--- src/hdl/spd_pkg.sv ---
`default_nettype none
package spd_pkg;

  // Result kinds, carried on the output tuser.
  typedef enum logic [1:0] {
    KIND_BYTE     = 2'd0,
    KIND_TOO_BIG  = 2'd1,
    KIND_PROTOCOL = 2'd2,
    KIND_EMPTY    = 2'd3
  } kind_e;

  // Receive phases.
  localparam logic [2:0] PH_LENGTH        = 3'd0;
  localparam logic [2:0] PH_PADLEN        = 3'd1;
  localparam logic [2:0] PH_PAYLOAD       = 3'd2;
  localparam logic [2:0] PH_PADDING       = 3'd3;
  localparam logic [2:0] PH_PADDING_EMPTY = 3'd4;
  localparam logic [2:0] PH_HALT          = 3'd5;

  localparam logic [31:0] MIN_PACKET_LENGTH = 32'd5;
  localparam logic [15:0] MAX_LEN_RESET     = 16'd1024;

  // Configuration register map.
  localparam int unsigned PADDR_W = 3;
  localparam logic [0:0]  REG_MAX_LEN = 1'b0;

  // One result word from the core to the output register.
  typedef struct packed {
    logic        valid;
    kind_e       kind;
    logic [7:0]  data;
    logic        last;
    logic [31:0] seq;
  } res_t;

endpackage
`default_nettype wire

--- src/hdl/ssh_plaintext_packet_deframer.sv ---
// Channel   Dir  Data                                      Sideband
// s_axis    in   tdata[7:0] rx_byte                        -
// m_axis    out  tdata[7:0] payload_byte, [39:8] sequence  tuser[1:0] kind, tlast
// apb       in   register 0 at address 0: max_packet_length (16 bits)
//
// One received word per cycle unless the output stalls: a word is held in the input
// register, and its result (if any) is loaded into the output register as it is consumed.
// The per-word step is a counter update and a 32-bit compare in the core.
// Reset clears all packet state, the sequence count and the error halt.
// A stalled output register holds its word; the input keeps flowing while
// the output register is free or being taken in the same cycle.
`default_nettype none
module ssh_plaintext_packet_deframer (
  input  wire logic                        clk_i,
  input  wire logic                        rst_ni,
  input  wire logic                        s_axis_tvalid,
  output logic                             s_axis_tready,
  input  wire logic [7:0]                  s_axis_tdata,   // [7:0] rx_byte
  output logic                             m_axis_tvalid,
  input  wire logic                        m_axis_tready,
  output logic [39:0]                      m_axis_tdata,   // [7:0] payload_byte, [39:8] packet_sequence
  output logic [1:0]                       m_axis_tuser,   // [1:0] kind
  output logic                             m_axis_tlast,
  input  wire logic                        psel,
  input  wire logic                        penable,
  input  wire logic                        pwrite,
  input  wire logic [spd_pkg::PADDR_W-1:0] paddr,
  input  wire logic [31:0]                 pwdata,
  output logic [31:0]                      prdata,
  output logic                             pready
);

  logic          in_valid_q, in_valid_d;
  logic [7:0]    in_byte_q;
  logic          out_valid_q, out_valid_d;
  spd_pkg::res_t out_q;
  spd_pkg::res_t res;
  logic [15:0]   max_len_q;
  logic          consume;
  logic          reg_hit;

  assign consume       = in_valid_q && (!out_valid_q || m_axis_tready);
  assign s_axis_tready = !in_valid_q || consume;

  always_comb begin
    in_valid_d = in_valid_q;
    if (s_axis_tvalid && s_axis_tready) begin
      in_valid_d = 1'b1;
    end else if (consume) begin
      in_valid_d = 1'b0;
    end
  end

  always_comb begin
    out_valid_d = out_valid_q;
    if (consume && res.valid) begin
      out_valid_d = 1'b1;
    end else if (m_axis_tready) begin
      out_valid_d = 1'b0;
    end
  end

  spd_core u_core (
    .clk_i     (clk_i),
    .rst_ni    (rst_ni),
    .step_i    (consume),
    .byte_i    (in_byte_q),
    .max_len_i (max_len_q),
    .res_o     (res)
  );

  always_ff @(posedge clk_i or negedge rst_ni) begin
    if (!rst_ni) begin
      in_valid_q  <= 1'b0;
      out_valid_q <= 1'b0;
    end else begin
      in_valid_q  <= in_valid_d;
      out_valid_q <= out_valid_d;
    end
  end

  always_ff @(posedge clk_i) begin
    if (s_axis_tvalid && s_axis_tready) begin
      in_byte_q <= s_axis_tdata;
    end
    if (consume && res.valid) begin
      out_q <= res;
    end
  end

  assign m_axis_tvalid = out_valid_q;
  assign m_axis_tdata  = {out_q.seq, out_q.data};
  assign m_axis_tuser  = out_q.kind;
  assign m_axis_tlast  = out_q.last;

  // Configuration: only the top address bit is decoded; the low address bits are ignored.
  assign reg_hit = (paddr[spd_pkg::PADDR_W-1] == spd_pkg::REG_MAX_LEN);
  assign pready  = 1'b1;
  assign prdata  = reg_hit ? {16'd0, max_len_q} : 32'd0;

  always_ff @(posedge clk_i or negedge rst_ni) begin
    if (!rst_ni) begin
      max_len_q <= spd_pkg::MAX_LEN_RESET;
    end else if (psel && penable && pwrite && pready && reg_hit) begin
      max_len_q <= pwdata[15:0];
    end
  end

endmodule
`default_nettype wire

--- src/hdl/spd_core.sv ---
`default_nettype none
module spd_core (
  input  wire logic         clk_i,
  input  wire logic         rst_ni,
  input  wire logic         step_i,
  input  wire logic [7:0]   byte_i,
  input  wire logic [15:0]  max_len_i,
  output spd_pkg::res_t     res_o
);

  logic [2:0]  phase_q, phase_d;
  logic [1:0]  hdr_cnt_q, hdr_cnt_d;
  logic [31:0] len_q, len_d;
  logic [7:0]  pad_q, pad_d;
  logic [15:0] pay_q, pay_d;
  logic [31:0] seq_q, seq_d;

  logic [31:0] len_shift;
  logic [31:0] pad_plus_one;
  logic [15:0] pay_calc;

  assign len_shift    = {len_q[23:0], byte_i};
  assign pad_plus_one = {24'd0, byte_i} + 32'd1;
  // The length is already known to fit in 16 bits once the header passed.
  assign pay_calc     = len_q[15:0] - 16'd1 - {8'd0, byte_i};

  always_comb begin
    phase_d   = phase_q;
    hdr_cnt_d = hdr_cnt_q;
    len_d     = len_q;
    pad_d     = pad_q;
    pay_d     = pay_q;
    seq_d     = seq_q;
    res_o       = '0;
    res_o.kind  = spd_pkg::KIND_BYTE;
    res_o.seq   = seq_q;
    if (step_i) begin
      unique case (phase_q) inside
        spd_pkg::PH_LENGTH: begin
          len_d     = len_shift;
          hdr_cnt_d = hdr_cnt_q + 2'd1;
          if (hdr_cnt_q == 2'd3) begin
            if (len_shift < spd_pkg::MIN_PACKET_LENGTH ||
                len_shift > {16'd0, max_len_i}) begin
              res_o.valid = 1'b1;
              res_o.kind  = spd_pkg::KIND_TOO_BIG;
              phase_d     = spd_pkg::PH_HALT;
            end else begin
              phase_d = spd_pkg::PH_PADLEN;
            end
          end
        end
        spd_pkg::PH_PADLEN: begin
          if (pad_plus_one > len_q) begin
            res_o.valid = 1'b1;
            res_o.kind  = spd_pkg::KIND_PROTOCOL;
            phase_d     = spd_pkg::PH_HALT;
          end else begin
            pad_d   = byte_i;
            pay_d   = pay_calc;
            phase_d = (pay_calc == 16'd0) ? spd_pkg::PH_PADDING_EMPTY
                                          : spd_pkg::PH_PAYLOAD;
          end
        end
        spd_pkg::PH_PAYLOAD: begin
          pay_d       = pay_q - 16'd1;
          res_o.valid = 1'b1;
          res_o.data  = byte_i;
          if (pay_q == 16'd1) begin
            res_o.last = 1'b1;
            if (pad_q == 8'd0) begin
              seq_d     = seq_q + 32'd1;
              phase_d   = spd_pkg::PH_LENGTH;
              hdr_cnt_d = 2'd0;
              len_d     = '0;
            end else begin
              phase_d = spd_pkg::PH_PADDING;
            end
          end
        end
        spd_pkg::PH_PADDING, spd_pkg::PH_PADDING_EMPTY: begin
          pad_d = pad_q - 8'd1;
          if (pad_q == 8'd1) begin
            if (phase_q == spd_pkg::PH_PADDING_EMPTY) begin
              res_o.valid = 1'b1;
              res_o.kind  = spd_pkg::KIND_EMPTY;
            end
            seq_d     = seq_q + 32'd1;
            phase_d   = spd_pkg::PH_LENGTH;
            hdr_cnt_d = 2'd0;
            len_d     = '0;
          end
        end
        default: begin
          // Halted after an error: words are swallowed until reset.
          phase_d = spd_pkg::PH_HALT;
        end
      endcase
    end
  end

  always_ff @(posedge clk_i or negedge rst_ni) begin
    if (!rst_ni) begin
      phase_q   <= spd_pkg::PH_LENGTH;
      hdr_cnt_q <= '0;
      len_q     <= '0;
      pad_q     <= '0;
      pay_q     <= '0;
      seq_q     <= '0;
    end else begin
      phase_q   <= phase_d;
      hdr_cnt_q <= hdr_cnt_d;
      len_q     <= len_d;
      pad_q     <= pad_d;
      pay_q     <= pay_d;
      seq_q     <= seq_d;
    end
  end

endmodule
`default_nettype wire

--- config.mk ---
export PLATFORM = sky130hd
export DESIGN_NAME = ssh_plaintext_packet_deframer
export DESIGN_NICKNAME = d
export VERILOG_FILES = /design/src/hdl/spd_pkg.sv /design/src/hdl/ssh_plaintext_packet_deframer.sv /design/src/hdl/spd_core.sv
export SDC_FILE = /design/constraint.sdc
export NUM_CORES = 1
export LEC_CHECK = 0
export ABC_AREA = 1
export BUFFER_PORTS_ARGS = -buffer_cell sky130_fd_sc_hd__buf_2
export CORE_UTILIZATION = 55
export DETAILED_ROUTE_END_ITERATION = 10
export PLACE_DENSITY = 0.75
export SYNTH_ARGS = -nofsm -noshare
export SYNTH_HDL_FRONTEND = slang
export SYNTH_SLANG_ARGS = --single-unit
--- constraint.sdc ---
create_clock -name clk_i -period 4.19 [get_ports clk_i]
set_input_delay 1.0475 -clock clk_i [delete_from_list [all_inputs] [get_ports clk_i]]
set_output_delay 1.0475 -clock clk_i [all_outputs]
set_load 0.05 [all_outputs]
==> flow_metrics.tcl, run 1 <==
set metrics [dict create \
    status "finished, final reports clean" \
    power_switching_mw 1.01 \
    die_w_microns 131 \
    path_common_cell "nand2_1" \
    top_layer "met4" \
    hold_viol_final 0 \
    route.met2.wl_microns 10200 \
    endpoint "m_axis_tdata[35]" \
    seq_area_frac_synth_pct 46.9 \
    path_cells "inv_1 > nor3_1 > nand3_1 > nor3_1 > xor2_1 > ha_1 > nand2_1 > nor2_1 > nand2_1 > o211ai_1 > nand2_1 > nand2_1 > nand3_1 > nand2_1 > nor2_1 > nand2_1 > nand2_1 > clkinv_1 > buf_12" \
    portBuffers 92 \
    core_area_sq_um 16100 \
    synth_top_area_share_pct 29.9 \
    antenna_left 0 \
    rsz0062_at_grt "no" \
    leakagePower_nw 5.16 \
    p_int_mw 2.69 \
    htreeDepth 4 \
    netSwitchingFraction_pct 27.4 \
    clk_path_buf_depth 2 \
    ir_drop_mv 0.323 \
    whs_ns 0.496 \
    drcViolationCount 0 \
    dieHeight_microns 131 \
    drt_iter0_markers 751 \
    grt_use_total_pct 26.0 \
    cellPowerDensity_nw_per_um2 355 \
    num_io_pins 128 \
    met3_length_microns 1280 \
    synth_top_area_cell "dfrtp_1" \
    crit_slowest_cell "edfxtp_1" \
    reg2reg_to "m_axis_tdata[35]" \
    critPathMaxStageDelay_ns 0.46 \
    combPwrFrac_pct 11.8 \
    worst_pin_slew_ns 1.10 \
    grt_overflow_total 0 \
    synthArstFlopShare_pct 68.5 \
    cts_tree "built" \
    insertion_delay_ns 0.43 \
    drive_gt1_share_pct 12.7 \
    path_max_fanout 35 \
    worstReg2RegStart "in_byte_q[2]" \
    die_area_sq_um 17200 \
    drv_slew 0 \
    nNetsFinal 1314 \
    end_kind "flop" \
    syn_avg_cell_area_sq_um 8.15 \
    fmax_mhz 265 \
    yosys_warnings 0 \
    synthDistinctLibCells 42 \
    wl_met1_microns 9300 \
    fin_crit_sh_pct 89.9 \
    rows 46 \
    routed_via_density 5.46 \
    fillers 1344 \
    area_growth_pct 13.4 \
    finalSetupViolations 0 \
    placed_cell_area_sq_um 9820 \
    grt_start_max_net_pins 61 \
    drv_cap 0 \
    wire_per_inst_microns 14.7 \
    ys.flop_type "dfrtp_1" \
    power.total_mw 3.70 \
    clock_sinks 162 \
    rrSetupSlack_ns 0.42 \
    dpl.hpwl_microns 15500 \
    cp-start-kind "flop" \
    synth_edf_count 51 \
    synth.ff_latch_count 162 \
    wl_microns 21300 \
    fin_skew_ns 0.00468 \
    holdCritPathClass "flop to flop" \
    grt_pass1_wl_microns 36000 \
    start_util_pct 57.1 \
    critPathRequiredTime_ns 4.36 \
    place_congestion 0.927 \
    cp.arrival_ns 3.94 \
    via_count 7920 \
    postLayoutCellArea_sq_um 10400 \
    path_class "flop to flop" \
    reg2regPathDepth 19 \
    antenna_found_initial 0 \
    clk_pin_slew_ns 0.06 \
    cts-root-buf "clkbuf_16" \
    cp-startpoint "in_byte_q[2]" \
    synthCells 1129 \
    syn-cell-area_sq_um 9200 \
    cts_buffers 17 \
    post-cts-setup-buffers 0 \
    grt_pass1_vias 7462 \
    antenna_cells 0 \
    pwr-share-seq_pct 45.4 \
    first_pass_iters 8 \
    max_slew_margin_pct 26.3 \
    synth_area_leaders "dfrtp_1, edfxtp_1, nand2_1, inv_1, ha_1" \
    p_clk_share_pct 42.8 \
    tns_ns 0 \
    fin_crit_ns 3.77 \
]
[critical path, delay by kind of cell, from the launching register on]
family          cells  cell delay (ns)
flops               1             0.46
buf+inv             3             0.86
compound gates      1             0.12
fa+ha+maj           1             0.27
simple gates       13             1.58
xor+xnor            1             0.20
[area by class of cell]
cell class / instances / area (sq um) / area share (%)
sequential: 162 / 4310 / 41.3
multi-input combinational: 791 / 4140 / 39.7
inverter: 149 / 559 / 5.36
timing repair buffer: 101 / 543 / 5.21
clock buffer: 19 / 433 / 4.15
tap: 216 / 270 / 2.59
clock inverter: 13 / 170 / 1.63
[metal layers]
layer / up-vias / global-route usage [%]
met3: 44 / 4.94
met1: 3658 / 34.5
met5: - / 0
li1: 3879 / -
met4: 0 / 10.3
met2: 339 / 42.1
[state kept, by name, indices dropped and copies added, names as in the netlist, 2 cells and up]
signal	count
u_core.pad_q	8
m_axis_tuser	2
u_core.len_q	32
m_axis_tdata	40
in_byte_q	8
u_core.pay_q	16
u_core.seq_q	32
u_core.hdr_cnt_q	2
max_len_q	16
u_core.phase_q	3
[cell usage in the layout, fill, tap and decap left out, types with 17 or more instances in the layout]
master,netlist,routed
nand2_1,253,252
inv_1,143,142
nor2_1,130,130
dfrtp_1,110,110
buf_2,12,91
nand3_1,77,77
edfxtp_1,51,51
o21ai_0,49,49
a21oi_1,46,46
ha_1,41,41
o22ai_1,33,33
nand4_1,29,29
nor3_1,27,27
xor2_1,27,27
conb_1,2,17
clkbuf_16,0,17
[power groups by stage]
stage | combinational [mW] | clock, mW | sequential, mW
2_1_floorplan | 0.332 | 0 | 1.71
3_3_place_gp | 0.424 | 0 | 1.71
3_5_place_dp | 0.435 | 0 | 1.71
4_1_cts | 0.438 | 1.61 | 1.68
5_1_grt | 0.496 | 1.67 | 1.68
6_report | 0.437 | 1.59 | 1.68
[synth_stat cells, types with 9 or more instances]
| cell type | instances |
|---|---|
| nand2_1 | 253 |
| xor2_1 | 27 |
| nor3_1 | 27 |
| nor4_1 | 10 |
| inv_1 | 143 |
| buf_4 | 17 |
| o22ai_1 | 33 |
| edfxtp_1 | 51 |
| ha_1 | 41 |
| buf_2 | 12 |
| clkbuf_1 | 9 |
| a21oi_1 | 46 |
| dfrtp_1 | 110 |
| xnor2_1 | 14 |
| nor2_1 | 130 |
| nand3_1 | 77 |
| nand4_1 | 29 |
| o21ai_0 | 49 |
[how the worst min path moves through the flow]
stage	depth (start not counted)	to	slack, ns	start
finish	2	u_core.pad_q[7]	0.50	u_core.pad_q[7]
global route	1	u_core.hdr_cnt_q[0]	0.52	u_core.hdr_cnt_q[0]
CTS	2	u_core.pad_q[7]	0.50	u_core.pad_q[7]
detailed placement	2	u_core.pad_q[7]	0.48	u_core.pad_q[7]
global placement	2	u_core.pad_q[7]	0.47	u_core.pad_q[7]
floorplan	2	u_core.pad_q[7]	0.45	u_core.pad_q[7]
[stage by stage]
step | utilization [%] | std cells | worst slack [ns]
floorplan | - | 1144 | 0.581
global placement | 61.0 | 1419 | 0.579
detailed placement | 61.0 | 1419 | 0.452
CTS | 64.7 | 1451 | 0.437
global route | 64.7 | 1451 | 0.0136
finish | 64.7 | 1451 | 0.423
[repair_timing]
action | CTS | global route
gates resized for setup | 0 | 1
hold buffers | 0 | 0
hold endpoints to repair | 0 | 0
setup endpoints to repair | 0 | 12
[cell families after synthesis]
family	count (synthesis)	share of synthesized area [%]
AO/OA/AOI/OAI	142	8.49
XOR/XNOR	41	3.90
adder cells (fa/ha/maj)	42	5.79
buffers and inverters	191	8.75
flip-flops	162	46.9
other	2	0.0816
AND/OR/NAND/NOR	549	26.1
(Power assumes the default switching activity.)
==> inputs of run 2 (changes only) <==
Settings changed: SYNTH_HIERARCHICAL set to 1.
==> run 2 against run 1 <==
Against the previous run:
- clock-buffer cell count fell by 1
- design area rose by 2.1%
- clock power fell by 7%
- sequential power rose by 39%
- hold slack got worse by 0.039 ns
- area after synthesis rose by 3.3%
- worst setup slack improved by 0.19 ns
- largest cell class is now multi-input combinational cells
- largest power group is now combinational cells
- highest routed layer unchanged
==> flow_metrics.tcl, run 2 <==
set metrics [dict create \
    status "finished, final reports clean" \
    post-cts-setup-buffers 0 \
    htreeDepth 4 \
    drv_slew 0 \
    ys.flop_type "dfrtp_1" \
    core_area_sq_um 16700 \
    mostFrequentLayoutCells "nand2_1, inv_1, nor2_1" \
    final_cell_count_no_fill 1470 \
    synthArstFlopShare_pct 68.5 \
    hold_viol_final 0 \
    critPathMaxStageDelay_ns 0.43 \
    largest_reg_flops 40 \
    grt_pass1_wl_microns 34300 \
    seq_area_frac_synth_pct 45.4 \
    synth-compound-area-share_pct 10.0 \
    critPathRequiredTime_ns 4.28 \
    wire_per_inst_microns 14.3 \
    synth_area_leaders "dfrtp_1, edfxtp_1, nand2_1, inv_1, ha_1" \
    synth_top_area_cell "dfrtp_1" \
    die_w_microns 133 \
    antenna_cells 0 \
    fin_skew_ns 0.00854 \
    cts_tree "built" \
    synthCells 1145 \
    clk_pin_slew_ns 0.06 \
    routed_via_density 5.23 \
    ir_drop_mv 0.343 \
    via_count 7683 \
    cp_num_buf_inv 4 \
    worst_pin_slew_ns 0.876 \
    yosys.area_share.simple_pct 25.4 \
    syn_avg_cell_area_sq_um 8.30 \
    fin_crit_ns 3.58 \
    max_slew_margin_pct 41.6 \
    yosysMostFrequentCell "nand2_1" \
    insertion_delay_ns 0.43 \
    fin_crit_sh_pct 85.3 \
    whs_ns 0.457 \
    synth_mux_area_share_pct 0 \
    antenna_left 0 \
    path_common_cell "nand2_1" \
    crit_slowest_cell "edfxtp_1" \
    start_util_pct 56.9 \
    cts_resized 0 \
    drt_iter0_markers 601 \
    cp_top_family "simple AND/OR/NAND/NOR gates" \
    holdCritPathClass "flop to flop" \
    rsz0062_at_grt "no" \
    portBuffers 92 \
    grt_pass1_vias 7006 \
    grt_start_max_net_pins 66 \
    cp-start-kind "flop" \
    tns_ns 0 \
    clock_sinks 162 \
    yosys_warnings 6 \
    cts_buffers 17 \
    nNetsFinal 1330 \
    final_common_cell "nand2_1" \
    cts-root-buf "clkbuf_16" \
    synthDistinctLibCells 48 \
    place_congestion 0.990 \
    synth.ff_latch_count 162 \
    fmax_mhz 280 \
    post-place-ws_ns 0.646 \
    drcViolationCount 0 \
    synth_top_area_share_pct 29.0 \
    rows 47 \
    finalSetupViolations 0 \
    leakagePower_nw 5.17 \
    synth_edf_count 51 \
    dpl.hpwl_microns 15900 \
    num_io_pins 128 \
    synthAdderAreaFrac_pct 5.74 \
    finalWorstSetupSlack_ns 0.614 \
    first_pass_iters 6 \
    dp_cells 1438 \
    end_kind "flop" \
    drv_cap 0 \
    cts_hold_buf 0 \
    synth_commonest_cells "nand2_1, inv_1, nor2_1, dfrtp_1, nand3_1" \
    die_area_sq_um 17800 \
    area_growth_pct 12.0 \
    synth_top_family_by_area "simple AND/OR/NAND/NOR gates" \
    antenna_found_initial 0 \
    path_class "flop to flop" \
    cp.arrival_ns 3.67 \
    dieHeight_microns 133 \
    power.total_mw 6.77 \
    cellPowerDensity_nw_per_um2 636 \
    wl_microns 21000 \
    synth_xor_area_share_pct 4.24 \
    syn-cell-area_sq_um 9500 \
    grt_use_total_pct 24.7 \
    path_max_fanout 24 \
    grt_overflow_total 0 \
    clk_path_buf_depth 2 \
    path_cells "inv_1 > nor3_1 > nand3_1 > nor3_1 > xor2_1 > inv_1 > ha_1 > nand2_1 > o21ai_0 > o21bai_1 > nand2_1 > nand2_1 > nand3_1 > nand2_1 > nor2_1 > a21oi_1 > inv_1 > nor2_4 > buf_4" \
    drive_gt1_share_pct 14.6 \
]
run 2: report_power, final:
| part | internal [mW] | switching, mW | leakage (nW) |
|---|---|---|---|
| Clock | 0.826 | 0.651 | 0.269 |
| Sequential | 2.03 | 0.312 | 1.89 |
| Combinational | 0.961 | 1.99 | 3.01 |
| Total | 3.82 | 2.96 | 5.17 |
run 2: final timing paths:
check	slack, ns	depth (start not counted)	from	endpoint
setup / recovery	0.61	19	in_byte_q[2]	m_axis_tdata[16]
hold / removal	0.46	0	u_core/seq_q[30]	m_axis_tdata[38]
setup reg to reg	0.61	19	in_byte_q[2]	m_axis_tdata[16]
hold reg to reg	0.46	0	u_core/seq_q[30]	m_axis_tdata[38]
max in group asynchronous	2.73	2	rst_ni	u_core/seq_q[5]
min in group asynchronous	0.71	1	rst_ni	u_core/len_q[20]
run 2: cells by family after synthesis:
| kind of cell | after synthesis |
|---|---|
| simple gates | 559 |
| buf+inv | 196 |
| flops | 162 |
| compound gates | 137 |
| xor+xnor | 46 |
| fa+ha+maj | 43 |
| other cells | 2 |
run 2: per-stage QoR:
stage / instance area [sq um] / util [%]
CTS: 10600 / 63.7
detailed placement: 10100 / 60.4
global route: 10600 / 63.7
floorplan: 9560 / -
global placement: 10100 / 60.4
finish: 10600 / 63.7
run 2: cell type report:
class	instances	area, sq um
fill	1424	6060
multi-input combinational	802	4390
sequential	162	4310
inverter	156	588
timing repair buffer	98	520
clock buffer	18	429
tap	220	275
clock inverter	14	130
run 2: layer usage:
layer,wire length (microns),global-route usage [%],vias to the layer above
li1,-,-,3880
met1,9720,34.1,3518
met2,9750,38.8,253
met3,1180,4.79,32
met4,388,8.84,0
met5,0,0,-
